### config.mk
export PLATFORM = sky130hd
export DESIGN_NAME = falu_front
export DESIGN_NICKNAME = d
export VERILOG_FILES = /design/src/sv/falu_pkg.sv /design/src/sv/falu_front.sv
export SDC_FILE = /design/constraint.sdc
export NUM_CORES = 1
export LEC_CHECK = 0
export BUFFER_PORTS_ARGS = -buffer_cell sky130_fd_sc_hd__buf_2
export CAP_MARGIN = 15
export CORE_MARGIN = 2
export CORE_UTILIZATION = 41
export DETAILED_ROUTE_END_ITERATION = 8
export GPL_TIMING_DRIVEN = 0
export HOLD_SLACK_MARGIN = 0.08
export MAX_ROUTING_LAYER = met4
export PLACE_DENSITY_LB_ADDON = 0.1
export SYNTH_ARGS = -nofsm -noshare
export SYNTH_HDL_FRONTEND = slang
export SYNTH_SLANG_ARGS = --single-unit
### constraint.sdc
create_clock -name clk -period 0.8 [get_ports clk]
set_input_delay 0.04 -clock clk [delete_from_list [all_inputs] [get_ports clk]]
set_output_delay 0.04 -clock clk [all_outputs]
set_load 0.02 [all_outputs]
### src/sv/falu_pkg.sv
// Shared opcode, class, status and tag types for the fixed-point ALU.
`timescale 1ns / 1ps

package falu_pkg;

    typedef enum logic [3:0] {
        OP_ADD      = 4'd0,
        OP_SUB      = 4'd1,
        OP_MUL      = 4'd2,
        OP_DIV      = 4'd3,
        OP_GT       = 4'd4,
        OP_LT       = 4'd5,
        OP_GE       = 4'd6,
        OP_LE       = 4'd7,
        OP_EQ       = 4'd8,
        OP_NE       = 4'd9,
        OP_MIN      = 4'd10,
        OP_MAX      = 4'd11,
        OP_INC      = 4'd12,
        OP_DEC      = 4'd13,
        OP_FROM_INT = 4'd14,
        OP_TO_INT   = 4'd15
    } op_t;

    typedef enum logic [1:0] {
        CLS_SIMPLE = 2'd0,
        CLS_CMP    = 2'd1,
        CLS_MUL    = 2'd2,
        CLS_DIV    = 2'd3
    } cls_t;

    typedef enum logic [1:0] {
        ST_OK   = 2'd0,
        ST_OVF  = 2'd1,
        ST_DIV0 = 2'd2
    } status_t;

    typedef struct packed {
        logic valid;
        op_t  op;
        cls_t cls;
    } tag_t;

    localparam int QUEUE_DEPTH = 4;
    localparam int QPTR_W      = 2;
    localparam int QCNT_W      = 3;

endpackage

### src/sv/falu_front.sv
// Front end: accept a command word, classify its opcode, push it to the queue.
`timescale 1ns / 1ps

module falu_front
    import falu_pkg::*;
#(
    parameter int W = 32
)
(
    input  logic         clk,
    input  logic         rst_n,
    input  logic         start,
    input  logic         queue_high,
    input  logic [3:0]   op,
    input  logic [W-1:0] operand_a,
    input  logic [W-1:0] operand_b,
    output logic         busy,
    output tag_t         push_tag,
    output logic [W-1:0] push_a,
    output logic [W-1:0] push_b
);

    logic         valid_reg;
    logic         valid_next;
    op_t          op_reg;
    cls_t         cls_reg;
    cls_t         cls_next;
    logic [W-1:0] a_reg;
    logic [W-1:0] b_reg;

    assign busy       = queue_high;
    assign valid_next = start && !queue_high;

    always_comb
    begin
        case (op_t'(op))
            OP_MUL:  cls_next = CLS_MUL;
            OP_DIV:  cls_next = CLS_DIV;
            OP_GT, OP_LT, OP_GE, OP_LE, OP_EQ, OP_NE:
                     cls_next = CLS_CMP;
            default: cls_next = CLS_SIMPLE;
        endcase
    end

    always_ff @(posedge clk or negedge rst_n)
    begin
        if (!rst_n)
        begin
            valid_reg <= 1'b0;
        end
        else
        begin
            valid_reg <= valid_next;
        end
    end

    always_ff @(posedge clk)
    begin
        if (valid_next)
        begin
            op_reg  <= op_t'(op);
            cls_reg <= cls_next;
            a_reg   <= operand_a;
            b_reg   <= operand_b;
        end
    end

    assign push_tag.valid = valid_reg;
    assign push_tag.op    = op_reg;
    assign push_tag.cls   = cls_reg;
    assign push_a         = a_reg;
    assign push_b         = b_reg;

endmodule

==> impl_metrics.json <==
{
  "crit_cells": 1,
  "dpl_cell_area_um2": 3040,
  "die_h_um": 76.8,
  "worstMarginPinSlew_ps": 565,
  "ant_nets": 0,
  "path_buf_inv": 1,
  "dp.cells": 293,
  "fin_cells": 378,
  "seq_area_frac_synth_pct": 97.9,
  "slowest_stage": "edfxtp_1",
  "ctsHtreeMaxLevel": 3,
  "synth_seq_cells": 71,
  "pre_cts_ws_ps": -707,
  "cp-startpoint": "push_b[28]",
  "start_util_pct": 42.6,
  "violations": "setup timing",
  "synth_area_um2": 2170,
  "synth_cell_types": 8,
  "hold_depth": 2,
  "antenna_found_initial": 0,
  "setup_ws_ps": -138,
  "syn_avg_cell_area_um2": 27.9,
  "io_pins": 144,
  "rows": 26,
  "crit_fanout": 1,
  "grt_max_degree": 27,
  "overflow": 0,
  "slew_viol_final": 0,
  "power_density_nw_per_um2": 1930,
  "gp_congestion": 0.684,
  "cts_inserted_buffers": 9,
  "cts-root-buf": "clkbuf_8",
  "slowest_delay_ps": 420,
  "hold_viol": 0,
  "final_common_cell": "buf_2",
  "core_area_um2": 5110,
  "cts_tree": "yes",
  "tns_ps": -6660,
  "final_cell_area_um2": 4150,
  "fp.dieW_um": 76.8,
  "leakagePower_nw": 1.73,
  "path_cells": "buf_6",
  "worstHoldStart": "queue_high",
  "diodes": 0,
  "setup-violations-final": 71,
  "crit_arrival_ps": 900,
  "area_delta_synth_final_pct": 90.7,
  "critPathKind": "reg -> out",
  "rsz0062_at_grt": "true",
  "critPathTopFamily": "flip-flops",
  "path_clk_slew_ps": 70,
  "final_layout_size_suffix_gt1_share_pct": 51.3,
  "power_mw": 7.99,
  "slew-limit-headroom_pct": 62.2,
  "max_freq_mhz": 1070,
  "dr_total_vias": 1680,
  "synthCells": 78,
  "nFillCells": 276,
  "grt_pass1_vias": 1841,
  "layout_min_cycle_time_ps": 938,
  "place_hpwl_mm": 3.32,
  "yosys_warnings": 0,
  "status": "finished, violations left",
  "grt_pass1_wl_mm": 8.94,
  "drt_iter0_drc": 37,
  "hp-class": "in -> reg",
  "clockBufferDepth": 2,
  "groute.usage.overall_pct": 21.1,
  "ir_drop_uv": 1330,
  "io_buffers": 143,
  "multiInputGateArea_um2": 52.6,
  "cp.required_ps": 760,
  "cts.sinks": 71,
  "seqCellArea_um2": 2130,
  "wl_per_cell_um": 15.8,
  "drt_first_pass_iters": 6,
  "cts_hold_buf": 70,
  "maxCapViolations": 0,
  "end_kind": "output port",
  "viasPerCell": 4.44,
  "drc": 0,
  "wirelength_mm": 5.99,
  "period_share_pct": 117,
  "cp-start-kind": "flop",
  "die_area_um2": 5900,
  "final_cell_mix": "102 x buf_2, 70 x edfxtp_1, 70 x dlygate4sd3_1",
  "synth_nets": 150,
  "fin_nets": 376
}
-- metrics by stage --
step / utilization [%] / hold WS (ps)
6_report: 81.2 / 60.2
5_1_grt: 81.2 / 64.9
4_1_cts: 78.3 / 36.8
3_5_place_dp: 59.5 / -184
3_3_place_gp: 58.4 / -186
2_1_floorplan: - / -256
-- routing by layer --
metal | track usage [%] | wire length, µm
met5 | - | 0
met4 | 10.4 | 140
met3 | 5.18 | 451
met2 | 37.4 | 3340
met1 | 21.9 | 2050
-- kinds of logic after synthesis --
logic type             share of synthesized area, %
DFF                                            97.9
AOI/OAI and AO/OA                             0.518
and+or+nand+nor                               0.922
buffers and inverters                         0.691
-- synth_stat cells --
master / count / share of area, %
a21oi_1: 1 / 0.23
buf_4: 2 / 0.69
dfrtp_1: 1 / 1.2
edfxtp_1: 70 / 97
nand2b_1: 1 / 0.29
nor2b_1: 1 / 0.29
nor3b_1: 1 / 0.35
o22ai_1: 1 / 0.29
-- layout make-up --
class,instances,area share (%)
Sequential cell,71,51.3
Multi-Input combinational cell,6,1.27
Buffer,1,0.181
Clock buffer,12,3.26
Timing Repair Buffer,215,41.6
Clock inverter,3,0.272
Tap cell,70,2.11
-- path summary, 6_finish.rpt --
path / end / slack [ps]
min in group asynchronous: valid_reg / 540
hold / removal: valid_reg / 60
max in group asynchronous: valid_reg / 140
setup / recovery: push_b[28] / -140
-- report_power, final --
group          leakage, nW  switching, mW  internal (mW)
registers            0.669         0.0928           4.37
logic                0.989          0.598          0.694
clock network       0.0730           1.15           1.08
total                 1.73           1.85           6.14
-- what timing repair did --
item,CTS,global route
endpoints found under the setup margin,120,73
gates cloned,1,0
gates resized for setup,34,47
endpoints found under the hold margin,72,1
setup buffers,1,0
No activity file was read; power rests on OpenSTA's default activity.
