===== config.mk =====
export PLATFORM = sky130hd
export DESIGN_NAME = falu_queue
export DESIGN_NICKNAME = d
export VERILOG_FILES = /design/src/sv/falu_pkg.sv /design/src/sv/falu_queue.sv
export SDC_FILE = /design/constraint.sdc
export NUM_CORES = 1
export LEC_CHECK = 0
export BUFFER_PORTS_ARGS = -buffer_cell sky130_fd_sc_hd__buf_2
export CAP_MARGIN = 20
export CORE_ASPECT_RATIO = 1.4
export CORE_MARGIN = 10
export CORE_UTILIZATION = 45
export DETAILED_ROUTE_END_ITERATION = 16
export GPL_TIMING_DRIVEN = 1
export MAX_ROUTING_LAYER = met4
export PLACE_DENSITY_LB_ADDON = 0.3
export SYNTH_ARGS = -nofsm -noshare
export SYNTH_HDL_FRONTEND = slang
export SYNTH_SLANG_ARGS = --single-unit

===== constraint.sdc =====
create_clock -name clk -period 3.4 [get_ports clk]
set_clock_uncertainty 0.1 [all_clocks]
set_input_delay 0.68 -clock clk [delete_from_list [all_inputs] [get_ports clk]]
set_output_delay 0.68 -clock clk [all_outputs]
set_load 0.05 [all_outputs]

===== src/sv/falu_pkg.sv =====
// Shared opcode, class, status and tag types for the fixed-point ALU.
`timescale 1ns / 1ps

package falu_pkg;

    typedef enum logic [3:0] {
        OP_ADD      = 4'd0,
        OP_SUB      = 4'd1,
        OP_MUL      = 4'd2,
        OP_DIV      = 4'd3,
        OP_GT       = 4'd4,
        OP_LT       = 4'd5,
        OP_GE       = 4'd6,
        OP_LE       = 4'd7,
        OP_EQ       = 4'd8,
        OP_NE       = 4'd9,
        OP_MIN      = 4'd10,
        OP_MAX      = 4'd11,
        OP_INC      = 4'd12,
        OP_DEC      = 4'd13,
        OP_FROM_INT = 4'd14,
        OP_TO_INT   = 4'd15
    } op_t;

    typedef enum logic [1:0] {
        CLS_SIMPLE = 2'd0,
        CLS_CMP    = 2'd1,
        CLS_MUL    = 2'd2,
        CLS_DIV    = 2'd3
    } cls_t;

    typedef enum logic [1:0] {
        ST_OK   = 2'd0,
        ST_OVF  = 2'd1,
        ST_DIV0 = 2'd2
    } status_t;

    typedef struct packed {
        logic valid;
        op_t  op;
        cls_t cls;
    } tag_t;

    localparam int QUEUE_DEPTH = 4;
    localparam int QPTR_W      = 2;
    localparam int QCNT_W      = 3;

endpackage


===== src/sv/falu_queue.sv =====
// Short FIFO between the front end and the execution pipeline.
`timescale 1ns / 1ps

module falu_queue
    import falu_pkg::*;
#(
    parameter int W = 32
)
(
    input  logic         clk,
    input  logic         rst_n,
    input  tag_t         push_tag,
    input  logic [W-1:0] push_a,
    input  logic [W-1:0] push_b,
    input  logic         pop,
    output tag_t         head_tag,
    output logic [W-1:0] head_a,
    output logic [W-1:0] head_b,
    output logic         queue_high
);

    op_t          op_mem [QUEUE_DEPTH];
    cls_t         cls_mem[QUEUE_DEPTH];
    logic [W-1:0] a_mem  [QUEUE_DEPTH];
    logic [W-1:0] b_mem  [QUEUE_DEPTH];

    logic [QPTR_W-1:0] wr_ptr_reg;
    logic [QPTR_W-1:0] rd_ptr_reg;
    logic [QCNT_W-1:0] count_reg;
    logic [QCNT_W-1:0] count_next;
    logic              push;

    assign push = push_tag.valid;

    always_comb
    begin
        case ({push, pop})
            2'b10:   count_next = count_reg + QCNT_W'(1);
            2'b01:   count_next = count_reg - QCNT_W'(1);
            default: count_next = count_reg;
        endcase
    end

    always_ff @(posedge clk or negedge rst_n)
    begin
        if (!rst_n)
        begin
            wr_ptr_reg <= '0;
            rd_ptr_reg <= '0;
            count_reg  <= '0;
        end
        else
        begin
            if (push)
            begin
                wr_ptr_reg <= wr_ptr_reg + QPTR_W'(1);
            end
            if (pop)
            begin
                rd_ptr_reg <= rd_ptr_reg + QPTR_W'(1);
            end
            count_reg <= count_next;
        end
    end

    always_ff @(posedge clk)
    begin
        if (push)
        begin
            op_mem[wr_ptr_reg]  <= push_tag.op;
            cls_mem[wr_ptr_reg] <= push_tag.cls;
            a_mem[wr_ptr_reg]   <= push_a;
            b_mem[wr_ptr_reg]   <= push_b;
        end
    end

    assign head_tag.valid = (count_reg != '0);
    assign head_tag.op    = op_mem[rd_ptr_reg];
    assign head_tag.cls   = cls_mem[rd_ptr_reg];
    assign head_a         = a_mem[rd_ptr_reg];
    assign head_b         = b_mem[rd_ptr_reg];
    assign queue_high     = (count_reg >= QCNT_W'(QUEUE_DEPTH - 2));

    a_no_underflow: assert property (@(posedge clk) disable iff (!rst_n)
        pop |-> count_reg != '0)
        else $error("queue popped while empty");

    a_no_overflow: assert property (@(posedge clk) disable iff (!rst_n)
        (push && !pop) |-> count_reg < QCNT_W'(QUEUE_DEPTH))
        else $error("queue pushed while full");

endmodule


==> flow_summary.json <==
{
  "clockBufferDepth": 3,
  "post_synth_net_total": 483,
  "io_buffers": 145,
  "rsz0062_at_grt": "no",
  "synth_warnings": 0,
  "timing.setup.tns_ns": 0,
  "multi_input_logic_area_um2": 1792,
  "drt_first_pass_iters": 4,
  "slew_viol_final": 0,
  "grt_max_degree": 45,
  "final.setup.worst_slack_ns": 0.2889,
  "critical_path.top_delay_family": "flip-flops",
  "timing_hold_violations_final": 0,
  "synth.distinct_cells": 19,
  "syn-cell-area_um2": 10580,
  "globalRouteOverflowTotal": 0,
  "design.portCount": 146,
  "wire_per_inst_um": 22.31,
  "bufs_and_invs_on_worst_path": 2,
  "cp.arrival_ns": 2.33,
  "report.final.setup_viol": 0,
  "postSynthAreaPerCell_um2": 26.25,
  "num_vias": 4632,
  "tritoncts_clock_tree": "done",
  "floorplan.die.height_um": 201.4,
  "grt_pass1_wl_mm": 31.01,
  "worstMarginPinSlew_ns": 0.6489,
  "routed.top_layer": "met4",
  "violation_count_after_the_first_detailed_route_iteration": 261,
  "finalCoreUtilization": 0.5414,
  "tritoncts.num_buffers": 26,
  "slowest_cell_delay_on_critical_path_ns": 0.84,
  "fin_total_pwr_mw": 12.59,
  "post-place-ws_ns": 0.7621,
  "grt_antenna_before_repair": 5,
  "ys_seq_elements": 287,
  "clock_tree.htree_level_count": 1,
  "floorplan_die_area_um2": 30130,
  "postCtsSetupBuffers": 0,
  "clock_tree.root_cell": "clkbuf_16",
  "cap_viol_max_count": 0,
  "fin_area_um2": 12560,
  "peak_fanout_along_the_critical_path": 40,
  "area_growth_pct": 18.76,
  "timing.final.crit_period_ns": 3.111,
  "cells_after_synthesis": 403,
  "layout.cells.most_common": "edfxtp_1",
  "cp-end-kind": "output pin",
  "cts.sink_count": 287,
  "criticalPathCategory": "reg -> out",
  "gpl.final_weighted_congestion": 0.7094,
  "drive_above_1_share": 0.4576,
  "remaining_drc_errors": 0,
  "final_net_count": 650,
  "design.core.area_um2": 23200,
  "grt_util_all_layers": 0.1373,
  "finalWirelength_mm": 20.10,
  "detail_route_met3_wl_mm": 1.126,
  "synth.yosys.seq_area_share": 0.8115,
  "detail-route-antenna-nets": 0,
  "largest_registers": "a_mem x128, b_mem x128, op_mem x16",
  "hpwlAfterDp_mm": 12.79,
  "crit_required_ns": 2.62,
  "power.ir.vdd_worst_mv": 0.7216,
  "crit_path_cell_trace": "buf_12 > mux4_2 > buf_2",
  "drt-vias-per-instance": 5.141,
  "run_status": "completed",
  "placement_rows": 66,
  "place_area_um2": 11660,
  "max-slew-margin-rel": 0.5674,
  "fillerInstances": 1774,
  "worst_skew_pair.late_latency_ns": 0.51,
  "power.density_nw_per_um2": 1002,
  "floorplan.initialDensity": 0.4558,
  "clkSlewWorstSetupHoldPaths_ns": 0.06,
  "met1Wirelength_mm": 7.250,
  "slowest_stage_cell_cp": "dfrtp_4",
  "die_width_um": 149.6,
  "grt_pass1_vias": 5302,
  "final_min_period_over_clock_period": 0.9150,
  "fmaxAchievable_mhz": 321.4,
  "critical_path.startpoint_type": "register",
  "leakage_nw": 4.302,
  "layout_common_cells": "edfxtp_1 (280), buf_2 (145), mux4_2 (68)",
  "holdCritPathClass": "in -> reg",
  "sequential_cell_area_um2": 8591,
  "dr_wl_met2_mm": 11.35
}
==> final timing paths <==
kind                                    start  slack (ns)  depth (start not counted)             to
min in group asynchronous               rst_n        0.43                          2  wr_ptr_reg[0]
worst min register to register   count_reg[2]        0.39                          1   count_reg[2]
worst min-delay path               push_a[16]        0.28                          1   a_mem[2][16]
worst max-delay path            rd_ptr_reg[1]        0.29                          3    head_tag[1]
max in group asynchronous               rst_n        2.58                          2  rd_ptr_reg[1]
worst max register to register  wr_ptr_reg[0]        1.46                          4    a_mem[0][5]
==> synth_stat cells, drive strengths merged <==
master  count  share of area
mux4       70           0.15
dfrtp       7          0.017
nor2        1        0.00035
fa          1         0.0019
inv         6         0.0021
clkbuf      1        0.00035
ha          5         0.0059
o21ai       2        0.00095
xnor2       2         0.0017
nand2       3         0.0011
xor2        4         0.0033
buf        15          0.018
or2         1        0.00059
and2        4         0.0024
edfxtp    280           0.79
or3         1        0.00059
==> per-layer routing <==
layer / track usage / vias up
met5: - / -
met4: 0.04006 / 0
met3: 0.03099 / 31
met2: 0.2495 / 109
met1: 0.1437 / 2434
li1: - / 2058
==> metrics by stage <==
stage / hold slack [ns] / cells
after floorplan: 0.2844 / 403
after global placement: 0.3644 / 847
after detailed placement: 0.3782 / 847
after CTS: 0.2490 / 896
after global routing: 0.2588 / 901
final: 0.2768 / 901
==> final cells by class <==
| class | count | area share |
|---|---|---|
| inverters | 6 | 0.001793 |
| multi-input cells | 94 | 0.1426 |
| repair buffers | 155 | 0.06992 |
| flip-flops and latches | 287 | 0.6839 |
| clock inverters | 21 | 0.01653 |
| well taps | 306 | 0.03048 |
| clock buffers | 27 | 0.05379 |
| diodes | 5 | 0.0009960 |
==> cells by family (layout without fill, tap and decap cells) <==
logic type | after synthesis | in the layout | synth area share
other | 0 | 5 | 0
flip-flops | 287 | 287 | 0.8115
AND/OR/NAND/NOR | 10 | 10 | 0.004968
adder cells (fa/ha/maj) | 6 | 6 | 0.007807
XOR/XNOR | 6 | 6 | 0.004968
multiplexers | 70 | 70 | 0.1498
buffers and inverters | 22 | 209 | 0.02011
AO/OA/AOI/OAI | 2 | 2 | 0.0009463
==> power breakdown <==
group | switching, mW | internal, mW
Sequential | 0.307 | 4.63
Clock | 1.22 | 1.75
Combinational | 3.26 | 1.44
Total | 4.78 | 7.81
==> timing repair <==
action,CTS,global route
hold buffers,1,0
resized for setup,0,0
endpoints found under the hold margin,7,0
Power figures use the tool's default switching activity.
